$ cat src/polynomial_arithmetic_unit_top_defines.svh
// ----------------------------------------------------------------------------
// Polynomial arithmetic unit assertion macros
// Concurrent assertion wrappers on clk_i, disabled while rst_ni is low.
// ----------------------------------------------------------------------------
`ifndef POLYNOMIAL_ARITHMETIC_UNIT_TOP_DEFINES_SVH
`define POLYNOMIAL_ARITHMETIC_UNIT_TOP_DEFINES_SVH

`ifndef SYNTHESIS
`define PAU_ASSERT(lbl, prop, msg) \
  lbl: assert property (@(posedge clk_i) disable iff (!rst_ni) prop) else $error(msg);
`define PAU_ASSERT_NEVER(lbl, expr, msg) \
  lbl: assert property (@(posedge clk_i) disable iff (!rst_ni) !(expr)) else $error(msg);
`else
`define PAU_ASSERT(lbl, prop, msg)
`define PAU_ASSERT_NEVER(lbl, expr, msg)
`endif

`endif

$ cat src/pau_pkg.sv
// ----------------------------------------------------------------------------
// Polynomial arithmetic unit package
// Sizes, codes and controller/datapath interface types.
// ----------------------------------------------------------------------------
package pau_pkg;

  localparam int MaxDegree = 15;
  localparam int Depth     = MaxDegree + 1;
  localparam int AddrW     = (Depth > 1) ? $clog2(Depth) : 1;
  localparam int IdxW      = $clog2(2 * MaxDegree + 1);
  localparam int CoefW     = 32;
  localparam int CoefIdxW  = 4;
  localparam int DegW      = 4;
  localparam int OutIdxW   = 5;
  localparam int ActW      = 2;
  localparam int CfgIdxW   = 2;
  localparam int InDataW   = ((CoefIdxW + CoefW + 7) / 8) * 8;
  localparam int OutDataW  = ((OutIdxW + CoefW + 7) / 8) * 8;

  typedef enum logic [1:0] {
    OpAdd    = 2'd0,
    OpSub    = 2'd1,
    OpMul    = 2'd2,
    OpHorner = 2'd3
  } op_e;

  typedef enum logic [ActW-1:0] {
    ActLoadA   = 2'd0,
    ActLoadB   = 2'd1,
    ActCompute = 2'd2
  } act_e;

  typedef enum logic [CfgIdxW-1:0] {
    CfgOpMode    = 2'd0,
    CfgDegreeA   = 2'd1,
    CfgDegreeB   = 2'd2,
    CfgEvalPoint = 2'd3
  } cfg_e;

  typedef enum logic [2:0] {
    AccAdd,
    AccSub,
    AccMac,
    AccProd,
    AccSum
  } acc_e;

  typedef enum logic [2:0] {
    StIdle,
    StRead,
    StSum,
    StMul,
    StAcc,
    StEmit
  } state_e;

  typedef struct packed {
    logic               wr_a;
    logic               wr_b;
    logic               rd;
    logic [AddrW-1:0]   rd_addr_a;
    logic [AddrW-1:0]   rd_addr_b;
    logic               rd_ok_a;
    logic               rd_ok_b;
    logic               sum;
    logic               sum_first;
    logic               mul;
    logic               mul_horner;
    logic               acc;
    acc_e               acc_sel;
    logic               emit;
    logic [OutIdxW-1:0] emit_idx;
    logic               emit_last;
  } cmd_t;

  typedef struct packed {
    op_e              mode;
    logic [AddrW-1:0] deg_a;
    logic [AddrW-1:0] deg_b;
    logic             out_free;
  } sts_t;

  function automatic logic [AddrW-1:0] clamp_deg(logic [DegW-1:0] d);
    if (32'(d) > 32'(MaxDegree)) begin
      return AddrW'(MaxDegree);
    end
    return AddrW'(d);
  endfunction

endpackage

$ cat src/polynomial_arithmetic_unit_top.sv
// ----------------------------------------------------------------------------
// Polynomial arithmetic unit
// Coefficient stores A and B with add, subtract, multiply and Horner evaluate.
// ----------------------------------------------------------------------------
// Usage:
//   Input stream: tuser carries the action (load A, load B, compute), tdata
//   the coefficient index and value.
//   A compute item runs op_mode over the stores; results leave on the output
//   stream from power 0 upward, tlast on the final item.
//   Config channel: write registers only while no compute is in progress;
//   cfg_ready_o is always high.
//   Per compute (a single shared multiplier and one read port per store set
//   the pace): add/subtract reads, combines and emits each result
//   coefficient; multiply reads, multiplies and accumulates each product
//   term, then emits each result coefficient; Horner reads, sums, multiplies
//   and accumulates per degree. Input tready stays low for the whole compute.
//   The output register holds an item until m_axis_tready; while it is held
//   the sequencer waits at the next emission.
//   Reset clears config registers to zero and the control state; store
//   contents stay undefined until loaded.
// ----------------------------------------------------------------------------
module polynomial_arithmetic_unit_top (
  input  logic                             clk_i,
  input  logic                             rst_ni,
  input  logic                             cfg_valid_i,
  output logic                             cfg_ready_o,
  input  logic [pau_pkg::CfgIdxW-1:0]      cfg_index_i,
  input  logic [pau_pkg::CoefW-1:0]        cfg_data_i,
  input  logic                             s_axis_tvalid,
  output logic                             s_axis_tready,
  input  logic [pau_pkg::InDataW-1:0]      s_axis_tdata,  // coef_index, coef_value
  input  logic [pau_pkg::ActW-1:0]         s_axis_tuser,  // action
  output logic                             m_axis_tvalid,
  input  logic                             m_axis_tready,
  output logic [pau_pkg::OutDataW-1:0]     m_axis_tdata,  // out_index, out_value
  output logic                             m_axis_tlast
);

  pau_pkg::cmd_t                 cmd;
  pau_pkg::sts_t                 sts;
  logic [pau_pkg::OutIdxW-1:0]   out_index;
  logic [pau_pkg::CoefW-1:0]     out_value;

  assign cfg_ready_o = 1'b1;

  pau_ctrl u_ctrl (
    .clk_i      (clk_i),
    .rst_ni     (rst_ni),
    .in_valid_i (s_axis_tvalid),
    .in_ready_o (s_axis_tready),
    .action_i   (s_axis_tuser),
    .sts_i      (sts),
    .cmd_o      (cmd)
  );

  pau_dp u_dp (
    .clk_i        (clk_i),
    .rst_ni       (rst_ni),
    .cfg_valid_i  (cfg_valid_i),
    .cfg_index_i  (cfg_index_i),
    .cfg_data_i   (cfg_data_i),
    .coef_index_i (s_axis_tdata[pau_pkg::CoefIdxW-1:0]),
    .coef_value_i (s_axis_tdata[pau_pkg::CoefIdxW +: pau_pkg::CoefW]),
    .cmd_i        (cmd),
    .sts_o        (sts),
    .out_valid_o  (m_axis_tvalid),
    .out_ready_i  (m_axis_tready),
    .out_index_o  (out_index),
    .out_value_o  (out_value),
    .out_last_o   (m_axis_tlast)
  );

  assign m_axis_tdata = pau_pkg::OutDataW'({out_value, out_index});

endmodule

$ cat src/pau_dp.sv
// ----------------------------------------------------------------------------
// Polynomial arithmetic unit datapath
// Config registers, coefficient stores, shared multiplier, accumulator and
// output register.
// ----------------------------------------------------------------------------
module pau_dp (
  input  logic                             clk_i,
  input  logic                             rst_ni,
  input  logic                             cfg_valid_i,
  input  logic [pau_pkg::CfgIdxW-1:0]      cfg_index_i,
  input  logic [pau_pkg::CoefW-1:0]        cfg_data_i,
  input  logic [pau_pkg::CoefIdxW-1:0]     coef_index_i,
  input  logic [pau_pkg::CoefW-1:0]        coef_value_i,
  input  pau_pkg::cmd_t                    cmd_i,
  output pau_pkg::sts_t                    sts_o,
  output logic                             out_valid_o,
  input  logic                             out_ready_i,
  output logic [pau_pkg::OutIdxW-1:0]      out_index_o,
  output logic [pau_pkg::CoefW-1:0]        out_value_o,
  output logic                             out_last_o
);

  logic [pau_pkg::CoefW-1:0]    store_a_q [pau_pkg::Depth];
  logic [pau_pkg::CoefW-1:0]    store_b_q [pau_pkg::Depth];
  logic [pau_pkg::CoefW-1:0]    rd_a_q, rd_b_q;
  logic                         ok_a_q, ok_b_q;
  logic [pau_pkg::CoefW-1:0]    ta, tb;
  logic [pau_pkg::CoefW-1:0]    sum_q, prod_q, acc_q, acc_d;
  logic [pau_pkg::CoefW-1:0]    mul_a, mul_b;
  pau_pkg::op_e                 mode_q;
  logic [pau_pkg::DegW-1:0]     deg_a_q, deg_b_q;
  logic [pau_pkg::CoefW-1:0]    point_q;
  logic                         out_valid_q;
  logic [pau_pkg::OutIdxW-1:0]  out_index_q;
  logic [pau_pkg::CoefW-1:0]    out_value_q;
  logic                         out_last_q;
  logic                         idx_ok;

  always_ff @(posedge clk_i or negedge rst_ni) begin
    if (!rst_ni) begin
      mode_q  <= pau_pkg::OpAdd;
      deg_a_q <= '0;
      deg_b_q <= '0;
      point_q <= '0;
    end else if (cfg_valid_i) begin
      unique case (pau_pkg::cfg_e'(cfg_index_i))
        pau_pkg::CfgOpMode:    mode_q  <= pau_pkg::op_e'(cfg_data_i[1:0]);
        pau_pkg::CfgDegreeA:   deg_a_q <= cfg_data_i[pau_pkg::DegW-1:0];
        pau_pkg::CfgDegreeB:   deg_b_q <= cfg_data_i[pau_pkg::DegW-1:0];
        pau_pkg::CfgEvalPoint: point_q <= cfg_data_i;
        default: ;
      endcase
    end
  end

  assign idx_ok = 32'(coef_index_i) <= 32'(pau_pkg::MaxDegree);

  always_ff @(posedge clk_i) begin
    if (cmd_i.wr_a && idx_ok) begin
      store_a_q[pau_pkg::AddrW'(coef_index_i)] <= coef_value_i;
    end
    if (cmd_i.rd) begin
      rd_a_q <= store_a_q[cmd_i.rd_addr_a];
      ok_a_q <= cmd_i.rd_ok_a;
    end
  end

  always_ff @(posedge clk_i) begin
    if (cmd_i.wr_b && idx_ok) begin
      store_b_q[pau_pkg::AddrW'(coef_index_i)] <= coef_value_i;
    end
    if (cmd_i.rd) begin
      rd_b_q <= store_b_q[cmd_i.rd_addr_b];
      ok_b_q <= cmd_i.rd_ok_b;
    end
  end

  assign ta    = ok_a_q ? rd_a_q : '0;
  assign tb    = ok_b_q ? rd_b_q : '0;
  assign mul_a = cmd_i.mul_horner ? sum_q : ta;
  assign mul_b = cmd_i.mul_horner ? point_q : tb;

  always_comb begin
    unique case (cmd_i.acc_sel)
      pau_pkg::AccAdd:  acc_d = ta + tb;
      pau_pkg::AccSub:  acc_d = ta - tb;
      pau_pkg::AccMac:  acc_d = acc_q + prod_q;
      pau_pkg::AccProd: acc_d = prod_q;
      pau_pkg::AccSum:  acc_d = sum_q;
      default:          acc_d = acc_q;
    endcase
  end

  always_ff @(posedge clk_i) begin
    if (cmd_i.sum) begin
      sum_q <= cmd_i.sum_first ? ta : acc_q + ta;
    end
    if (cmd_i.mul) begin
      prod_q <= mul_a * mul_b;
    end
    if (cmd_i.acc) begin
      acc_q <= acc_d;
    end
  end

  always_ff @(posedge clk_i or negedge rst_ni) begin
    if (!rst_ni) begin
      out_valid_q <= 1'b0;
    end else if (cmd_i.emit) begin
      out_valid_q <= 1'b1;
    end else if (out_ready_i) begin
      out_valid_q <= 1'b0;
    end
  end

  always_ff @(posedge clk_i) begin
    if (cmd_i.emit) begin
      out_index_q <= cmd_i.emit_idx;
      out_value_q <= acc_q;
      out_last_q  <= cmd_i.emit_last;
    end
  end

  assign sts_o.mode     = mode_q;
  assign sts_o.deg_a    = pau_pkg::clamp_deg(deg_a_q);
  assign sts_o.deg_b    = pau_pkg::clamp_deg(deg_b_q);
  assign sts_o.out_free = !out_valid_q || out_ready_i;

  assign out_valid_o = out_valid_q;
  assign out_index_o = out_index_q;
  assign out_value_o = out_value_q;
  assign out_last_o  = out_last_q;

endmodule

$ cat src/pau_ctrl.sv
// ----------------------------------------------------------------------------
// Polynomial arithmetic unit controller
// Sequences loads, term reads, multiply-accumulate steps and result emission.
// ----------------------------------------------------------------------------
`include "polynomial_arithmetic_unit_top_defines.svh"

module pau_ctrl (
  input  logic                         clk_i,
  input  logic                         rst_ni,
  input  logic                         in_valid_i,
  output logic                         in_ready_o,
  input  logic [pau_pkg::ActW-1:0]     action_i,
  input  pau_pkg::sts_t                sts_i,
  output pau_pkg::cmd_t                cmd_o
);

  pau_pkg::state_e               state_q, state_d;
  logic [pau_pkg::IdxW-1:0]      i_q, i_d;
  logic [pau_pkg::AddrW-1:0]     j_q, j_d;
  logic                          first_q, first_d;
  logic [pau_pkg::IdxW-1:0]      da_w, db_w, top, jhi, i_nxt, jlo_nxt, k_w;
  logic                          is_last;

  assign da_w    = pau_pkg::IdxW'(sts_i.deg_a);
  assign db_w    = pau_pkg::IdxW'(sts_i.deg_b);
  assign top     = (sts_i.mode == pau_pkg::OpMul) ? da_w + db_w
                 : ((da_w > db_w) ? da_w : db_w);
  assign jhi     = (i_q < da_w) ? i_q : da_w;
  assign i_nxt   = i_q + 1'b1;
  assign jlo_nxt = (i_nxt > db_w) ? i_nxt - db_w : '0;
  assign k_w     = i_q - pau_pkg::IdxW'(j_q);
  assign is_last = (sts_i.mode == pau_pkg::OpHorner) || (i_q == top);

  always_ff @(posedge clk_i or negedge rst_ni) begin
    if (!rst_ni) begin
      state_q <= pau_pkg::StIdle;
      i_q     <= '0;
      j_q     <= '0;
      first_q <= 1'b0;
    end else begin
      state_q <= state_d;
      i_q     <= i_d;
      j_q     <= j_d;
      first_q <= first_d;
    end
  end

  always_comb begin
    state_d    = state_q;
    i_d        = i_q;
    j_d        = j_q;
    first_d    = first_q;
    in_ready_o = 1'b0;
    cmd_o      = '0;
    cmd_o.acc_sel  = pau_pkg::AccAdd;
    cmd_o.emit_idx = pau_pkg::OutIdxW'(i_q);
    cmd_o.emit_last = is_last;
    unique case (state_q)
      pau_pkg::StIdle: begin
        in_ready_o = 1'b1;
        if (in_valid_i) begin
          unique case (pau_pkg::act_e'(action_i))
            pau_pkg::ActLoadA: cmd_o.wr_a = 1'b1;
            pau_pkg::ActLoadB: cmd_o.wr_b = 1'b1;
            pau_pkg::ActCompute: begin
              i_d     = (sts_i.mode == pau_pkg::OpHorner) ? da_w : '0;
              j_d     = '0;
              first_d = 1'b1;
              state_d = pau_pkg::StRead;
            end
            default: ;
          endcase
        end
      end
      pau_pkg::StRead: begin
        cmd_o.rd = 1'b1;
        unique case (sts_i.mode)
          pau_pkg::OpMul: begin
            cmd_o.rd_addr_a = j_q;
            cmd_o.rd_addr_b = pau_pkg::AddrW'(k_w);
            cmd_o.rd_ok_a   = 1'b1;
            cmd_o.rd_ok_b   = 1'b1;
            state_d         = pau_pkg::StMul;
          end
          pau_pkg::OpHorner: begin
            cmd_o.rd_addr_a = pau_pkg::AddrW'(i_q);
            cmd_o.rd_ok_a   = 1'b1;
            state_d         = pau_pkg::StSum;
          end
          default: begin
            cmd_o.rd_addr_a = pau_pkg::AddrW'(i_q);
            cmd_o.rd_addr_b = pau_pkg::AddrW'(i_q);
            cmd_o.rd_ok_a   = i_q <= da_w;
            cmd_o.rd_ok_b   = i_q <= db_w;
            state_d         = pau_pkg::StAcc;
          end
        endcase
      end
      pau_pkg::StSum: begin
        cmd_o.sum       = 1'b1;
        cmd_o.sum_first = first_q;
        first_d         = 1'b0;
        state_d         = (i_q == '0) ? pau_pkg::StAcc : pau_pkg::StMul;
      end
      pau_pkg::StMul: begin
        cmd_o.mul        = 1'b1;
        cmd_o.mul_horner = sts_i.mode == pau_pkg::OpHorner;
        state_d          = pau_pkg::StAcc;
      end
      pau_pkg::StAcc: begin
        cmd_o.acc = 1'b1;
        unique case (sts_i.mode)
          pau_pkg::OpAdd: begin
            cmd_o.acc_sel = pau_pkg::AccAdd;
            state_d       = pau_pkg::StEmit;
          end
          pau_pkg::OpSub: begin
            cmd_o.acc_sel = pau_pkg::AccSub;
            state_d       = pau_pkg::StEmit;
          end
          pau_pkg::OpMul: begin
            cmd_o.acc_sel = first_q ? pau_pkg::AccProd : pau_pkg::AccMac;
            first_d       = 1'b0;
            if (pau_pkg::IdxW'(j_q) == jhi) begin
              state_d = pau_pkg::StEmit;
            end else begin
              j_d     = j_q + 1'b1;
              state_d = pau_pkg::StRead;
            end
          end
          default: begin
            if (i_q == '0) begin
              cmd_o.acc_sel = pau_pkg::AccSum;
              state_d       = pau_pkg::StEmit;
            end else begin
              cmd_o.acc_sel = pau_pkg::AccProd;
              i_d           = i_q - 1'b1;
              state_d       = pau_pkg::StRead;
            end
          end
        endcase
      end
      pau_pkg::StEmit: begin
        if (sts_i.out_free) begin
          cmd_o.emit = 1'b1;
          if (is_last) begin
            state_d = pau_pkg::StIdle;
          end else begin
            i_d     = i_nxt;
            j_d     = pau_pkg::AddrW'(jlo_nxt);
            first_d = 1'b1;
            state_d = pau_pkg::StRead;
          end
        end
      end
      default: state_d = pau_pkg::StIdle;
    endcase
  end

  `PAU_ASSERT(a_emit_free, cmd_o.emit |-> sts_i.out_free,
              "emit into occupied output register")
  `PAU_ASSERT(a_last_idle,
              (cmd_o.emit && cmd_o.emit_last) |=> (state_q == pau_pkg::StIdle),
              "no return to idle after last item")
  `PAU_ASSERT(a_i_range,
              ((state_q != pau_pkg::StIdle) && (sts_i.mode != pau_pkg::OpHorner))
              |-> (i_q <= top),
              "term power beyond top")
  `PAU_ASSERT(a_j_range,
              (state_q != pau_pkg::StIdle) |-> (pau_pkg::IdxW'(j_q) <= da_w),
              "A index beyond degree")
  `PAU_ASSERT_NEVER(a_store_clash, cmd_o.rd && (cmd_o.wr_a || cmd_o.wr_b),
                    "store write during compute")

endmodule
$ cat config.mk
export PLATFORM = sky130hd
export DESIGN_NAME = polynomial_arithmetic_unit_top
export DESIGN_NICKNAME = d
export VERILOG_FILES = /design/src/pau_pkg.sv /design/src/polynomial_arithmetic_unit_top.sv /design/src/pau_dp.sv /design/src/pau_ctrl.sv
export VERILOG_INCLUDE_DIRS = /design/src /design/src/src
export SDC_FILE = /design/constraint.sdc
export NUM_CORES = 2
export LEC_CHECK = 0
export ABC_AREA = 0
export BUFFER_PORTS_ARGS = -buffer_cell sky130_fd_sc_hd__buf_2
export CAP_MARGIN = 20
export CORE_MARGIN = 2
export CORE_UTILIZATION = 25
export DETAILED_ROUTE_END_ITERATION = 7
export PLACE_DENSITY = 0.44
export SYNTH_ARGS = -nofsm -noshare
export SYNTH_HDL_FRONTEND = slang
export SYNTH_SLANG_ARGS = --single-unit
$ cat constraint.sdc
create_clock -name clk_i -period 11.65 [get_ports clk_i]
set_input_delay 2.33 -clock clk_i [delete_from_list [all_inputs] [get_ports clk_i]]
set_output_delay 2.33 -clock clk_i [all_outputs]
set_load 0.1 [all_outputs]
Word level (Yosys, flattened, before mapping)
Memory sizes are Yosys's and may differ from the RTL's. A register that Yosys moved wholly into a read port is not among the register bits.
Index checks and enable logic that the tools add are counted.
{ "classes": {"add_sub_neg": 10, "n_mul": 1, "div_mod_pow": 0, "n_lt_le_gt_ge": 5, "eq_ne": 27, "n_shift": 0, "n_mux": 64, "n_bitwise": 0, "n_reduce_logical": 25} }
{ "ops": {"columns": ["cell", "n"], "rows": [
  ["2-to-1 mux 32 bit", 5],
  ["case mux 32 bit (5 select lines)", 1],
  ["adder 32 bit", 3],
  ["2-to-1 mux 4 bit", 11],
  ["2-to-1 mux 5 bit", 8],
  ["multiplier 32 x 32 -> 32 bit", 1],
  ["subtractor 32 bit", 1],
  ["2-to-1 mux 1 bit", 19],
  ["2-to-1 mux 3 bit", 6],
  ["case mux 3 bit (6 select lines)", 1],
  ["case mux 5 bit (3 select lines)", 1],
  ["inequality test 2 bit (second input constant)", 7],
  ["AND reduction 7 bit", 2],
  ["== test 3 x 2 -> 1 bit (second input constant)", 4],
  ["case mux 3 bit (2 select lines)", 2],
  ["case mux 4 bit (3 select lines)", 1],
  ["2-to-1 mux 11 bit", 1],
  ["== test 2 bit (second input constant)", 5],
  ["<= comparator 5 x 4 -> 1 bit", 2],
  ["AND reduction 2 bit", 5],
  ["== test 3 bit (second input constant)", 3],
  ["case mux 3 bit (3 select lines)", 1],
  ["2-to-1 mux 2 bit", 4],
  ["case mux 4 bit (2 select lines)", 1],
  ["28 further kinds", 37]
]} }
{ "totals": {"reg_bits": 192, "latch_bits": 0, "mem_bits_rw": 1024, "mem_bits_ro": 0, "in_bits": 81, "output_inout_bits": 44, "wordCells": 151, "mem_count": 2} }
{ "mem_list": {"columns": ["memory", "words", "width", "rd", "rd_ports_with_merged_regs", "write_ports", "line", "source"], "rows": [
  ["u_dp.store_a_q", 16, 32, 1, 1, 1, "pau_dp.sv:23", "logic [pau_pkg::CoefW-1:0] store_a_q [pau_pkg::Depth];"],
  ["u_dp.store_b_q", 16, 32, 1, 1, 1, "pau_dp.sv:24", "logic [pau_pkg::CoefW-1:0] store_b_q [pau_pkg::Depth];"]
]} }

Logic depth before layout (Yosys ltp)
{ "depth": {"ltp_word": 8, "ltp_mapped": 38, "mapped_depth_nobuf": 31} }

Hierarchy
A second synthesis with hierarchy kept.
{ "hier_totals": {"hier_cells": 5053, "hier_area_um2": 71068.2} }
{ "modules_own_cells": {"columns": ["mod", "n_inst", "cells_each", "area_per_inst_um2", "seq_area_each_um2"], "rows": [
  ["pau_dp", 1, 4745, 68738.4, 37831.3],
  ["pau_ctrl", 1, 302, 2292.2, 325.3],
  ["polynomial_arithmetic_unit_top", 1, 6, 37.5, 0.0]
]} }

Least setup slack after synthesis
Ideal clock, no wire load.
{ "synth_timing": {"path_type": "register to register", "start": "register u_dp.mode_q[1]", "end": "register u_dp.prod_q[31] in the netlist's numbering (data pin)", "setup_ns": 0.260, "arrival_ns": 8.572, "required_ns": 11.390, "slack_ns": 2.818, "stages_incl_launch_ff": 35, "n_path_buf": 7, "period_less_slack_ns": 8.832, "path_cell_list": "dfrtp_1 buf_4 nand2_4 nor3_4 buf_6 buf_2 buf_2 buf_2 buf_1 o21a_1 clkbuf_1 nor2_1 fa_1 inv_1 fa_1 fa_1 inv_1 fa_1 ha_1 ha_1 inv_1 fa_1 inv_1 fa_1 ha_1 a21oi_1 o21ai_0 a211oi_1 o41ai_1 or3b_2 o211ai_1 o41ai_1 o21ai_0 a21oi_1 xor2_1"} }
{ "synth_via": {"elab_chain_len": 4, "elab_cells_between_ends": 5, "cone_classes": "1 x mul; 1 x eq/ne; 3 x mux"} }
{ "synth_lines": {"columns": ["item", "line", "source"], "rows": [
  ["start, declared", "pau_dp.sv:30", "pau_pkg::op_e mode_q;"],
  ["start signal, assigned", "pau_dp.sv:41", "mode_q <= pau_pkg::OpAdd;"],
  ["start signal, assigned", "pau_dp.sv:47", "pau_pkg::CfgOpMode: mode_q <= pau_pkg::op_e'(cfg_data_i[1:0]);"],
  ["== test 2 bit *", "pau_ctrl.sv:107", "cmd_o.mul_horner = sts_i.mode == pau_pkg::OpHorner;"],
  ["2-to-1 mux 2 bit *", "pau_ctrl.sv:58", "unique case (state_q)"],
  ["2-to-1 mux 32 bit (on tied branches)", "pau_dp.sv:80, pau_dp.sv:81", null],
  ["multiplier 32 x 32 -> 32 bit *", "pau_dp.sv:99", "prod_q <= mul_a * mul_b;"],
  ["end signal, assigned", "pau_dp.sv:99", null],
  ["end, declared", "pau_dp.sv:28", "logic [pau_pkg::CoefW-1:0] sum_q, prod_q, acc_q, acc_d;"]
]} }
Mark *: on every way between the ends. The rest lies on a longest branch, timed or not.
A chain may end at the register's enable or synchronous reset.

Worst setup path in the final report
{ "layout_timing": {"start": "register u_dp.mode_q[0]", "end": "register u_dp.prod_q[31] in the netlist's numbering (data pin)"} }
Same word-level chain as after synthesis.

==> impl_metrics.tcl <==
set metrics [dict create \
    run_status "finished, final reports clean" \
    grt_usage_pct 16.5 \
    cts_made_buffers 154 \
    portBuffers 116 \
    ant_nets 0 \
    clk_latency_ns 0.82 \
    grt_overflow 0 \
    critPathKind "reg -> reg" \
    relSlewSlack_pct 20.6 \
    r2r_start "u_dp.mode_q[0]" \
    layout-drive-gt1-share_pct 9.58 \
    grt_pass1_vias 49800 \
    synthArstFlopShare_pct 4.38 \
    dpl.hpwl_mm 169 \
    antenna_found_initial 41 \
    ios 125 \
    multiInputGateArea_sq_um 32000 \
    hold_ws_ns 0.505 \
    fin_crit_ns 9.50 \
    cts_sinks 1280 \
    hold_violations 0 \
    cts_buffer_depth 4 \
    cts_htree_levels 4 \
    fin_ws_ns 2.15 \
    yosysTopAreaCellShare_pct 50.4 \
    row_count 198 \
    post-cts-setup-buffers 0 \
    dpl.cell_count 10100 \
    min_from "u_dp.point_q[17]" \
    hold_class "reg -> reg" \
    setup_viol_count_final 0 \
    maxCapViolCount 0 \
    drt_iter0_drc 3798 \
    seq_area_sq_um 38200 \
    die_x_microns 544 \
    n_fill_cell 29900 \
    drv_slew 0 \
    routed_wl_mm 248 \
    min_period_over_period_pct 81.5 \
    yosysWarnings 0 \
    clk_pin_slew_ns 0.06 \
    tns_ns 0 \
    cts.repair.resized 0 \
    synth_edf_count 1224 \
    rsz0062_at_grt "no" \
    die_area_sq_um 296000 \
    cp_top_family "adder cells" \
    synthesis.area_sq_um 72900 \
    die_y_microns 544 \
    viasPerCell 4.77 \
    hold_buffers 0 \
    synth.area.top_cells "edfxtp_1, fa_1, nand2_1, ha_1, a211oi_1" \
    area_growth_pct 14.3 \
    critPathMaxStageDelay_ns 0.68 \
    ys_seq_area_share_pct 52.3 \
    wl_per_cell_microns 23.8 \
    route.detailed.drc 0 \
    fin_cells 10400 \
    gp_congestion 0.904 \
    nets 7127 \
    place_ws_ns 2.11 \
    ys_seq_elements 1280 \
    num_vias 49600 \
    yosysUniqueCellTypes 83 \
    tightestPinTransition_ns 1.18 \
    finClkSkew_ns 0.0772 \
    crit_fanout 112 \
    crit_slowest_cell "o21a_1" \
    core_area_sq_um 291000 \
    crit_required_ns 12.16 \
    crit_top_cell "fa_1" \
    ctsRootBufferMaster "clkbuf_16" \
    fmax_ghz 0.105 \
    grt_pass1_wl_mm 357 \
    synth_flop_cell "edfxtp_1" \
    grt_max_degree 159 \
    cp_num_buf_inv 6 \
    start_util_pct 25.1 \
    drt_first_pass_iters 8 \
    syn_inst 6335 \
    yosys.area.top_type "edfxtp_1" \
    avgSynthCellArea_sq_um 11.5 \
    cts_tree "yes" \
    worstPathArrival_ns 10.01 \
    cp-startpoint "u_dp.mode_q[0]" \
    cp-start-kind "flip-flop" \
    end_kind "flip-flop" \
]
==> routing by layer <==
layer  vias up  routed length (microns)  global-route usage (%)
li1      22800                        -                       -
met1     25200                   111000                    22.5
met2      1305                   117000                    27.1
met3       315                    13000                    2.46
met4        16                     7080                    4.44
met5         -                      109                       0
==> logic make-up (layout without fill, tap and decap cells) <==
| logic type | Yosys count | count (layout) | synth area share [%] |
|---|---|---|---|
| buf+inv | 850 | 1015 | 4.47 |
| fa+ha+maj | 657 | 657 | 15.5 |
| other cells | 2 | 11 | 0.0103 |
| simple gates | 1917 | 1917 | 11.6 |
| flops | 1280 | 1280 | 52.3 |
| mux | 78 | 78 | 1.16 |
| xor+xnor | 185 | 185 | 2.26 |
| compound gates | 1366 | 1366 | 12.6 |
==> sequential cells by signal, indices dropped and copies added, names as in the netlist, 5 cells and up <==
signal,flops
u_dp.rd_a_q,32
u_dp.out_index_o,5
u_dp.sum_q,32
u_dp.point_q,32
u_dp.rd_b_q,32
u_ctrl.i_q,5
u_dp.acc_q,32
u_dp.store_a_q,512
u_dp.store_b_q,512
u_dp.out_value_o,32
u_dp.prod_q,32
==> path summary, 6_finish.rpt <==
path | slack (ns) | cells after the start | endpoint
worst max-delay path | 2.15 | 28 | u_dp.prod_q[31]
worst min-delay path | 0.50 | 1 | u_dp.point_q[17]
worst max register to register | 2.15 | 28 | u_dp.prod_q[31]
worst min register to register | 0.50 | 1 | u_dp.point_q[17]
max in group asynchronous | 9.13 | 2 | u_dp.point_q[14]
min in group asynchronous | 1.40 | 1 | u_ctrl.state_q[0]
==> area by class of cell <==
| cell class | count | share of cell area, % |
|---|---|---|
| clock buffer | 186 | 4.78 |
| clock inverter | 83 | 0.889 |
| inverter | 483 | 2.18 |
| tap | 3900 | 5.85 |
| multi-input combinational | 4207 | 38.3 |
| timing repair buffer | 263 | 2.16 |
| sequential | 1280 | 45.8 |
| antenna | 7 | 0.0210 |
==> cell usage in the layout, fill, tap and decap left out, types with 36 or more instances in the layout <==
| cell | synthesis | routed |
|---|---|---|
| dfrtp_1 | 56 | 56 |
| nor2_1 | 491 | 466 |
| a21oi_1 | 288 | 285 |
| clkbuf_16 | 0 | 154 |
| edfxtp_1 | 1224 | 1224 |
| a21o_1 | 56 | 56 |
| and3_1 | 143 | 142 |
| nor3_1 | 48 | 38 |
| o21a_1 | 59 | 58 |
| o21ai_0 | 155 | 153 |
| nand2b_1 | 36 | 36 |
| fa_1 | 414 | 414 |
| inv_1 | 482 | 481 |
| ha_1 | 243 | 243 |
| a311oi_1 | 131 | 131 |
| xor2_1 | 62 | 62 |
| a31oi_1 | 154 | 154 |
| and2_1 | 135 | 132 |
| a211oi_1 | 339 | 339 |
| xnor2_1 | 121 | 121 |
| nand2_1 | 903 | 898 |
| buf_4 | 9 | 137 |
| mux2_2 | 47 | 47 |
| buf_2 | 9 | 115 |
==> stage by stage <==
| step | utilization, % | cell area, sq um |
|---|---|---|
| 2_1_floorplan | - | 73000 |
| 3_3_place_gp | 27.0 | 78500 |
| 3_5_place_dp | 27.0 | 78600 |
| 4_1_cts | 28.7 | 83300 |
| 5_1_grt | 28.7 | 83300 |
| 6_report | 28.7 | 83400 |
==> synthesized netlist by cell type (12+ instances only) <==
library cell / number
xor2_1: 62
a222oi_1: 17
and2_0: 20
nand4_1: 17
fa_1: 414
o21a_1: 59
o31ai_1: 16
inv_1: 482
a22oi_1: 17
clkbuf_1: 324
nor2_1: 491
nand3_1: 25
a311oi_1: 131
a211oi_1: 339
and3_1: 143
nand2_1: 903
a31oi_1: 154
and2_1: 135
nor3_1: 48
o211ai_1: 12
or2_2: 27
a21oi_1: 288
o21ai_1: 21
buf_1: 22
mux2_2: 47
or3_1: 13
mux2i_1: 28
ha_1: 243
edfxtp_1: 1224
dfrtp_1: 56
o21ai_0: 155
xnor2_1: 121
a21o_1: 56
nand2b_1: 36
nor2b_1: 18
Power is not shown: default switching activity piles up to over one toggle a cycle in this logic, so the estimate is an artifact.
